## config.mk

```make
export PLATFORM = sky130hd
export DESIGN_NAME = hvn_mix
export DESIGN_NICKNAME = d
export VERILOG_FILES = /design/src/hdl/hvn_pkg.sv /design/src/hdl/hvn_mix.sv
export SDC_FILE = /design/constraint.sdc
export NUM_CORES = 1
export LEC_CHECK = 0
export BUFFER_PORTS_ARGS = -buffer_cell sky130_fd_sc_hd__buf_2
export CAP_MARGIN = 40
export CELL_PAD_IN_SITES_DETAIL_PLACEMENT = 1
export CELL_PAD_IN_SITES_GLOBAL_PLACEMENT = 2
export CORE_MARGIN = 8
export CORE_UTILIZATION = 45
export DETAILED_ROUTE_END_ITERATION = 8
export MAX_ROUTING_LAYER = met4
export PLACE_DENSITY = 0.87
export RECOVER_POWER = 50
export SLEW_MARGIN = 25
export SYNTH_ARGS = -nofsm -noshare
export SYNTH_HDL_FRONTEND = slang
export SYNTH_SLANG_ARGS = --single-unit
```

## constraint.sdc

```tcl
create_clock -name clk -period 13.29 [get_ports clk]
set_clock_uncertainty 0.05 [all_clocks]
set_input_delay 0.6645 -clock clk [delete_from_list [all_inputs] [get_ports clk]]
set_output_delay 0.6645 -clock clk [all_outputs]
set_load 0.02 [all_outputs]
```

## src/hdl/hvn_pkg.sv

```systemverilog
// ============================================================================
// Value noise package
// Shared types, hash constants and the seed combine function.
// ============================================================================
package hvn_pkg;

    localparam int FRAC_BITS_DEFAULT = 16;

    localparam logic [31:0] MIX_MUL_A = 32'h7feb352d;
    localparam logic [31:0] MIX_MUL_B = 32'h846ca68b;
    localparam logic [31:0] GOLDEN    = 32'h9e3779b9;

    typedef struct packed {
        logic signed [31:0] point_x;
        logic signed [31:0] point_y;
        logic signed [31:0] point_z;
        logic        [31:0] noise_seed;
    } sample_t;

    typedef struct packed {
        logic signed [23:0] noise_value;
        logic signed [23:0] grad_x;
        logic signed [23:0] grad_y;
        logic signed [23:0] grad_z;
    } result_t;

    // Folds a new coordinate into a running hash before it is mixed.
    function automatic logic [31:0] seed_combine(input logic [31:0] a, input logic [31:0] b);
        return a ^ (b + GOLDEN + (a << 6) + (a >> 2));
    endfunction

endpackage

```

## src/hdl/hvn_mix.sv

```systemverilog
// ============================================================================
// Hash mixer
// Three-stage pipelined xorshift-multiply mixer; a zero result becomes one.
// ============================================================================
module hvn_mix
(
    input  logic        clk,
    input  logic        en,
    input  logic [31:0] din,
    output logic [31:0] dout
);

    logic [31:0] p1_reg;
    logic [31:0] p2_reg;
    logic [31:0] dout_reg;
    logic [31:0] p1_next;
    logic [31:0] p2_next;
    logic [31:0] dout_next;
    logic [31:0] v3;

    always_comb
    begin
        p1_next   = (din ^ (din >> 16)) * hvn_pkg::MIX_MUL_A;
        p2_next   = (p1_reg ^ (p1_reg >> 15)) * hvn_pkg::MIX_MUL_B;
        v3        = p2_reg ^ (p2_reg >> 16);
        dout_next = (v3 == 32'd0) ? 32'd1 : v3;
    end

    always_ff @(posedge clk)
    begin
        if (en)
        begin
            p1_reg   <= p1_next;
            p2_reg   <= p2_next;
            dout_reg <= dout_next;
        end
    end

    assign dout = dout_reg;

endmodule

```

==> results.tsv, run 1 <==
metric	value	unit
outcome	finished with violations	
violated checks	max-capacitance violations, max-slew violations	
Seq/Total Area, Yosys	14.1	%
Final Hold Vio Count	0	
DR WL met3	1340	microns
Initial Util	45.3	%
DRT iter0 DRCs	460	
CTS tree	done	
Routed met1 length	22800	microns
Worst R2R Start	p1_reg[24]	
port bufs	65	
Post-synth EDFFs	96	
post-cts gate resize count	0	
first-pass GRT wire length	91900	microns
Crit Path Max Fanout	7	
CP cell instances	buf_2, xnor2_2, inv_1, ha_1, inv_1, fa_1, fa_1, inv_1, fa_1, fa_1, fa_1, fa_1, inv_1, fa_1, inv_1, ha_1, a21oi_1, o211ai_1, a211oi_1, o221ai_1, a41oi_1, o31ai_1, xnor2_1	
drt total wl	59300	microns
# rows	78	
Slew Limit Fails	99	
initial antenna violation count	0	
synth warn	0	
full die area	52500	sq um
CP most frequent cell	fa_1	
Synth Flop Type	edfxtp_1	
period utilization	58.5	%
TritonRoute pass-1 iters	5	
CTS clk-pin slew, worst paths	0.09	ns
area delta synth->final	6.87	%
share of layout cells above drive strength 1	3.90	%
Max-Cap Viols	2	
DRT antenna net count	0	
final std cells w/o fill	2625	
DP Cell Count	2606	
TNS Setup	0	ns
drt drc	0	
HPWL Detailed	52700	microns
Yosys reg bits	96	
Setup-failing EPs final	0	
area of the multi-input gates	15300	sq um
Crit path required time	13.36	ns
startpoint types	input port	
Crit. End Element	flip-flop	
DR vias	13700	
largest net degree at the start of global routing	59	
die height	229	microns
cts bufs inserted	9	
H-tree Lvls	3	
worst skew pair latency	0.38	ns
grt total ovfl	0	
slowest CP cell	xnor2_2	
deepest clock path buffer count	2	
routed vias/inst	5.20	
WS Path Type	input port to flip-flop	
Synth cell types	56	
post-DR wirelength/cell	22.6	microns
Slew HR	-94.1	%
clk sinks	96	
vias in the first global route	16100	
Top Metal Used	met4	
cts hold-fix bufs	0	
# IOs	66	
syn avg cell area	10.5	sq um
fin nets	2769	
Tmin final	7.77	ns
Critical Path Start	din[25]	
metal2 WL	32500	microns
hold_sp	p2_reg[16]	
Hold Crit Class	flip-flop to flip-flop	
f_max	129	MHz
Post-Syn Instances	1946	
Tightest Pin Transition	2.91	ns
Arrival @ worst endpoint	7.84	ns
Final GP Congestion	0.973	
mapped cell area	20400	sq um
die span in x	229	microns
register area	2880	sq um
syn nets	2695	
Total Routing Usage GR	23.6	%
filler cell count	5056	
total setup buffers inserted after CTS	0	
n_diodes	0	
asr flop ratio synth	0	%
Root Buffer	clkbuf_16	
core area	45100	sq um
CP max stage delay	0.57	ns
RSZ-0062 raised after global routing	false	
==> worst paths after layout <==
check | to | cells after the start | slack, ns
worst max-delay path | p1_reg[31] | 23 | 5.52
worst min-delay path | dout[16] | 0 | 0.48
worst max register to register | p2_reg[29] | 22 | 5.63
worst min register to register | dout[16] | 0 | 0.48
==> per-layer routing <==
layer / global-route usage [%] / vias to the layer above
met5: - / -
met2: 44.8 / 277
met3: 1.59 / 132
met1: 25.1 / 7061
met4: 10.2 / 0
li1: - / 6193
==> layout by cell type, fill, tap and decap left out, types with 3 or more instances in the layout <==
master	synthesis	routed
xor2_1	66	65
nand2b_1	8	8
nor4_1	9	9
xnor2_1	136	136
buf_2	0	34
edfxtp_1	96	96
xnor2_2	3	3
xor2_2	3	4
o211ai_1	8	8
and4_1	4	4
a21oi_1	42	42
nand2_1	39	39
o21ai_1	5	5
a21o_1	25	25
o2111ai_1	3	3
nand3b_1	4	4
a31oi_1	7	7
nor3_1	15	15
fa_1	346	346
clkbuf_16	0	9
o21ai_0	20	20
nand4_1	6	6
a221oi_1	4	4
ha_1	369	369
clkbuf_1	22	36
and2_1	8	8
and3_1	3	3
nor2_1	44	44
a211oi_1	7	7
nor2b_1	5	5
nand3_1	12	12
o21a_1	11	11
o21bai_1	5	5
inv_1	578	578
buf_4	0	14
==> cells in the mapped netlist (all sizes together) (2+ instances only) <==
cell type | count | share of area [%]
o221ai | 2 | 0.086
nor2 | 44 | 0.81
nor2b | 5 | 0.15
and3 | 3 | 0.092
ha | 369 | 23
nand3 | 12 | 0.29
nand4b | 2 | 0.086
clkbuf | 22 | 0.40
a21o | 25 | 0.92
a211oi | 7 | 0.26
o2111ai | 3 | 0.13
a311oi | 2 | 0.086
and2 | 8 | 0.24
a221oi | 5 | 0.30
o21ai | 25 | 0.61
nor3 | 15 | 0.37
a31oi | 7 | 0.21
a21boi | 2 | 0.073
xor2 | 69 | 3.1
nor4 | 9 | 0.28
inv | 579 | 11
a211o | 2 | 0.086
a31o | 2 | 0.086
nand4 | 6 | 0.18
nand2b | 8 | 0.24
or3 | 2 | 0.061
nand3b | 4 | 0.15
fa | 346 | 34
o21bai | 5 | 0.18
o21a | 11 | 0.40
o211ai | 8 | 0.29
o31ai | 2 | 0.073
nor3b | 2 | 0.073
edfxtp | 96 | 14
a21oi | 43 | 1.1
or2 | 3 | 0.092
xnor2 | 139 | 6.1
and4 | 4 | 0.17
nand2 | 39 | 0.72
==> cell type report <==
type	instances	area share, %
repair buffers	85	1.93
inverters	579	9.95
clock inverters	7	0.372
well taps	600	3.44
flip-flops and latches	96	13.2
multi-input cells	1249	70.1
clock buffers	9	1.03
==> logic make-up (layout without fill, tap and decap cells) <==
logic type | count (synthesis) | in the layout | synth area share [%]
simple gates | 166 | 166 | 4.01
flops | 96 | 96 | 14.1
xor+xnor | 208 | 208 | 9.13
compound gates | 160 | 160 | 5.27
buf+inv | 601 | 680 | 11.0
fa+ha+maj | 715 | 715 | 56.5
==> stage by stage <==
stage / setup slack, ns / util (%) / cell area (sq um) / hold WS (ns)
3_3_place_gp: 5.12 / 47.7 / 21500 / 0.450
3_5_place_dp: 4.99 / 47.9 / 21600 / 0.453
4_1_cts: 5.39 / 48.5 / 21900 / 0.473
5_1_grt: 5.09 / 48.5 / 21900 / 0.492
6_report: 5.52 / 48.5 / 21900 / 0.478
2_1_floorplan: 6.28 / - / 20400 / 0.491
==> worst max-delay path, delay by kind of cell <==
kind,cells,cell delay (ns)
buf+inv,6,0.74
xor+xnor,2,0.74
fa+ha+maj,9,4.10
compound gates,6,1.60
Power of run 1 is left out: the tool's default activity adds up to more than one toggle a clock period on the data nets, which glitch-free logic cannot reach.
==> inputs of run 2 (changes only) <==
- CORE_UTILIZATION: 45 -> 40
- PLACE_DENSITY: 0.87 -> 0.82
- clock period: 13.29 -> 7 ns (I/O delays scaled with it)
==> results.tsv, run 2 (synthesized netlist as in run 1, its figures left out) <==
metric	value	unit	change
area delta synth->final	10.6	%	
violated checks	max-capacitance violations, max-slew violations		
CTS clk-pin slew, worst paths	0.08	ns	about the same
Crit. End Element	flip-flop		
clk sinks	96		unchanged
Final Hold Vio Count	0		unchanged
hold_sp	p2_reg[17]		
die height	242	microns	+5.6%
TritonRoute pass-1 iters	4		-1
metal2 WL	31700	microns	-2.2%
Arrival @ worst endpoint	6.95	ns	-0.89 ns
DRT antenna net count	0		unchanged
HPWL Detailed	53200	microns	+0.96%
Total Routing Usage GR	20.9	%	-2.7 points
commonest non-fill, non-tap cell in the layout	inv_1		
vias in the first global route	16300		+0.94%
DR vias	13800		+0.64%
Initial Util	40.2	%	-5.2 points
period utilization	97.3	%	
Tmin final	6.81	ns	
outcome	finished with violations		
first-pass GRT wire length	91700	microns	-0.27%
Slew Limit Fails	85		-14%
deepest clock path buffer count	2		unchanged
filler cell count	5703		+13%
port bufs	65		unchanged
DP Cell Count	2772		+6.4%
share of layout cells above drive strength 1	7.86	%	+4.0 points
cts bufs inserted	9		unchanged
Critical Path Start	p1_reg[25]		
Worst R2R Start	p1_reg[25]		
Hold Crit Class	flip-flop to flip-flop		
Setup-failing EPs final	0		unchanged
core area	50900	sq um	+13%
fin util	44.4	%	-4.0 points
Final GP Congestion	0.953		-2.0%
CTS tree	done		
cts hold-fix bufs	0		unchanged
drt total wl	58900	microns	-0.68%
startpoint types	flip-flop		
Root Buffer	clkbuf_16		
drt drc	0		unchanged
Routed met1 length	23400	microns	+2.9%
Max-Cap Viols	2		unchanged
initial antenna violation count	0		unchanged
WS Path Type	flip-flop to flip-flop		
DR WL met3	1250	microns	-6.7%
grt total ovfl	0		unchanged
n_diodes	0		unchanged
commonest non-fill, non-tap cells in the layout	578 x inv_1, 369 x ha_1, 346 x fa_1		
Crit path required time	7.14	ns	-6.22 ns
H-tree Lvls	3		unchanged
largest net degree at the start of global routing	67		+14%
Design Area, Final	22600	sq um	+3.5%
final std cells w/o fill	2792		+6.4%
f_max	147	MHz	
routed vias/inst	4.93		-5.4%
pre-CTS setup slack	-0.0609	ns	-5.05 ns
worst skew pair latency	0.37	ns	about the same
die span in x	242	microns	+5.6%
Crit Path Max Fanout	5		-2
Post-DP Area	22300	sq um	+3.4%
Worst Setup Slack, final	0.188	ns	-5.33 ns
Tightest Pin Transition	3.03	ns	+0.117 ns
fin nets	2856		+3.1%
post-DR wirelength/cell	21.1	microns	-6.6%
Slew HR	-102	%	-7.8 points
# rows	83		+6.4%
Top Metal Used	met4		
RSZ-0062 raised after global routing	false		
full die area	58600	sq um	+12%
# IOs	66		unchanged
DRT iter0 DRCs	426		-7.4%
==> run 2: critical path: stages, from the launching register on <==
cell and delay, ns:
edfxtp_1 0.48, xnor2_1 0.24, inv_1 0.12, ha_1 0.25
ha_1 0.32, fa_1 0.51, inv_1 0.05, fa_1 0.47
inv_1 0.05, fa_1 0.48, fa_1 0.57, fa_1 0.43
fa_1 0.51, ha_1 0.36, and3_1 0.21, nand2_1 0.14
or3_1 0.39, o21a_1 0.25, buf_4 0.20, o2111ai_1 0.21
o211a_1 0.31
==> run 2: routing by layer <==
| metal | track usage [%] | vias to the layer above |
|---|---|---|
| met5 | - | - |
| li1 | - | 6357 |
| met1 | 22.5 | 7068 |
| met4 | 8.09 | 0 |
| met3 | 1.77 | 102 |
| met2 | 39.4 | 224 |
==> run 2: timing repair <==
action,in CTS,in global routing
buffers inserted,2,0
setup endpoints to repair,1,6
resized for setup,0,3
pin swaps,1,0
==> run 2: through the flow <==
stage | hold slack (ns) | TNS (ns)
after floorplan | 0.412 | 0
after CTS | 0.412 | 0
after detailed placement | 0.452 | -0.0676
final | 0.460 | 0
after global routing | 0.482 | 0
after global placement | 0.447 | 0
==> run 2: area by class of cell <==
class                      count  area, sq um  area share, %
clock buffer                   9          225          0.996
clock inverter                 7         83.8          0.371
inverter                     579         2170           9.61
multi-input combinational   1249        15300           67.8
sequential                    96         2880           12.7
tap                          680          851           3.76
timing repair buffer         172         1070           4.74
==> run 2: final timing paths <==
path	slack, ns	depth (start not counted)	endpoint
hold / removal	0.46	0	dout[17]
setup / recovery	0.19	20	p2_reg[30]
hold reg to reg	0.46	0	dout[17]
setup reg to reg	0.19	20	p2_reg[30]
Power of run 2 is left out for the same reason.
==> inputs of run 3 (changes only) <==
- ABC_AREA: unset -> 1
- CORE_UTILIZATION: 40 -> 38
- PLACE_DENSITY: 0.82 -> 0.81
==> results.tsv, run 3 <==
metric	value	unit	change
core area	55200	sq um	+8.5%
full die area	63900	sq um	+9.0%
Final GP Congestion	0.983		+3.1%
Yosys reg bits	96		unchanged
Synth cell types	36		-36%
WS Path Type	flip-flop to flip-flop		
DRT iter0 DRCs	431		+1.2%
mapped cell area	21300	sq um	+4.1%
slowest CP cell	fa_1		
Crit. End Element	flip-flop		
Post-synth top cells	690 x inv_1, 369 x ha_1, 346 x fa_1		
Worst Setup Slack, final	0.238	ns	+0.0502 ns
Max-Cap Viols	1		-1
Slew Limit Fails	40		-53%
port bufs	65		unchanged
TNS Setup	0	ns	unchanged
TritonRoute pass-1 iters	5		+1
top-count cell post-synth	inv_1		
Slew HR	-40.1	%	+62 points
Hold Crit Class	flip-flop to flip-flop		
Setup-failing EPs final	0		unchanged
fin util	43.1	%	-1.3 points
adder-cell share of the synthesized area	54.2	%	-2.2 points
Tmin final	6.76	ns	-0.0502 ns
Post-Synth Simple-Gate Area	10.0	%	+6.0 points
outcome	finished with violations		
grt total ovfl	0		unchanged
Synth area leaders	fa_1 33%, ha_1 22%, edfxtp_1 14%		
period utilization	96.6	%	-0.72 points
vias in the first global route	18000		+11%
cts hold-fix bufs	0		unchanged
CP most frequent cell	fa_1		
Root Buffer	clkbuf_16		
# IOs	66		unchanged
Crit Path Max Fanout	5		unchanged
f_max	148	MHz	+0.74%
Compound-Gate Fraction of Synth Area	3.54	%	-1.7 points
Synth Flop Type	edfxtp_1		
drt total wl	68700	microns	+17%
Crit path required time	7.08	ns	-0.06 ns
drt drc	0		unchanged
syn nets	3062		+14%
violated checks	max-capacitance violations, max-slew violations		
DRT antenna net count	0		unchanged
post-synthesis mux area share	0	%	unchanged
HPWL Detailed	62000	microns	+17%
die span in x	253	microns	+4.4%
n_diodes	0		unchanged
cts bufs inserted	9		unchanged
synth warn	0		unchanged
die height	253	microns	+4.4%
Tightest Pin Transition	2.10	ns	-0.927 ns
Synth top area share	32.5	%	-1.3 points
area delta synth->final	11.8	%	
pre-CTS setup slack	-0.201	ns	-0.140 ns
post-DR wirelength/cell	21.1	microns	about the same
post-cts gate resize count	0		unchanged
first-pass GRT wire length	105000	microns	+14%
post-synthesis xor/xnor area fraction	6.07	%	-3.1 points
routed vias/inst	4.82		-2.2%
startpoint types	flip-flop		
share of layout cells above drive strength 1	9.12	%	+1.3 points
clk sinks	96		unchanged
Post-Syn Instances	2313		+19%
Arrival @ worst endpoint	6.84	ns	-0.11 ns
H-tree Lvls	3		unchanged
DR vias	15700		+14%
initial antenna violation count	0		unchanged
total setup buffers inserted after CTS	0		-2
commonest non-fill, non-tap cells in the layout	690 x inv_1, 368 x ha_1, 346 x fa_1		
syn avg cell area	9.20	sq um	-12%
CTS tree	done		
CP max stage delay	0.59	ns	+0.02 ns
# rows	86		+3.6%
largest net degree at the start of global routing	41		-39%
Total Routing Usage GR	22.5	%	+1.6 points
dominant combinational cell family by area after synthesis	adder cells		
worst skew pair latency	0.37	ns	about the same
CTS clk-pin slew, worst paths	0.07	ns	about the same
Seq/Total Area, Yosys	13.5	%	-0.56 points
Post-synth EDFFs	96		unchanged
deepest clock path buffer count	2		unchanged
commonest non-fill, non-tap cell in the layout	inv_1		
fin nets	3256		+14%
Final Hold Vio Count	0		unchanged
post-synth top area cell	fa_1		
Initial Util	38.6	%	-1.6 points
asr flop ratio synth	0	%	unchanged
[run 3: cell count changes after synthesis, moves of 8 or more]
| cell | change |
|---|---|
| a21oi_1 | +19 |
| nand3_1 | +49 |
| nand2_1 | +277 |
| xor2_1 | +30 |
| nand2b_1 | -8 |
| a21o_1 | -14 |
| and2_1 | -8 |
| o21a_1 | -10 |
| inv_1 | +112 |
| nor2_1 | +33 |
| nand2_2 | +14 |
| o211ai_1 | -8 |
| o21bai_1 | +9 |
| xnor2_1 | -90 |
[run 3: final timing paths]
| kind | startpoint | endpoint | slack, ns | depth (start not counted) |
|---|---|---|---|---|
| setup reg to reg | p1_reg[26] | p2_reg[28] | 0.24 | 25 |
| hold / removal | p2_reg[25] | dout[25] | 0.47 | 0 |
| setup / recovery | p1_reg[26] | p2_reg[28] | 0.24 | 25 |
| hold reg to reg | p2_reg[25] | dout[25] | 0.47 | 0 |
[run 3: kinds of logic (layout without fill, tap and decap cells)]
| family | Yosys count | after routing |
|---|---|---|
| buf+inv | 713 | 912 |
| compound gates | 132 | 132 |
| xor+xnor | 145 | 145 |
| flops | 96 | 96 |
| fa+ha+maj | 715 | 715 |
| simple gates | 512 | 512 |
[run 3: worst max-delay path: cells and delay by family (launching register included)]
kind                       cells  cell delay [ns]
buffers and inverters          4             0.41
DFF                            1             0.46
adders and majority gates      9             4.00
and+or+nand+nor               12             1.58
[run 3: routing by layer]
metal	track usage [%]	up-vias	wire length [microns]
met5	-	-	0
met4	7.35	0	2580
met3	1.58	106	1210
met2	43.0	223	37500
met1	24.4	7996	27400
li1	-	7384	-
[run 3: final cells by class]
| class | instances | area, sq um |
|---|---|---|
| flip-flops and latches | 96 | 2880 |
| fillers | 6510 | 31400 |
| clock inverters | 7 | 72.6 |
| clock buffers | 9 | 225 |
| inverters | 696 | 2610 |
| well taps | 748 | 936 |
| repair buffers | 200 | 1320 |
| multi-input cells | 1504 | 15700 |
[run 3: through the flow]
step | area, sq um | hold slack [ns] | cells
final | 23800 | 0.467 | 3260
after global routing | 23800 | 0.484 | 3260
after CTS | 23800 | 0.330 | 3260
after detailed placement | 23500 | 0.452 | 3244
after global placement | 23500 | 0.442 | 3243
after floorplan | 21300 | 0.412 | 2313
Power of run 3 is left out for the same reason.
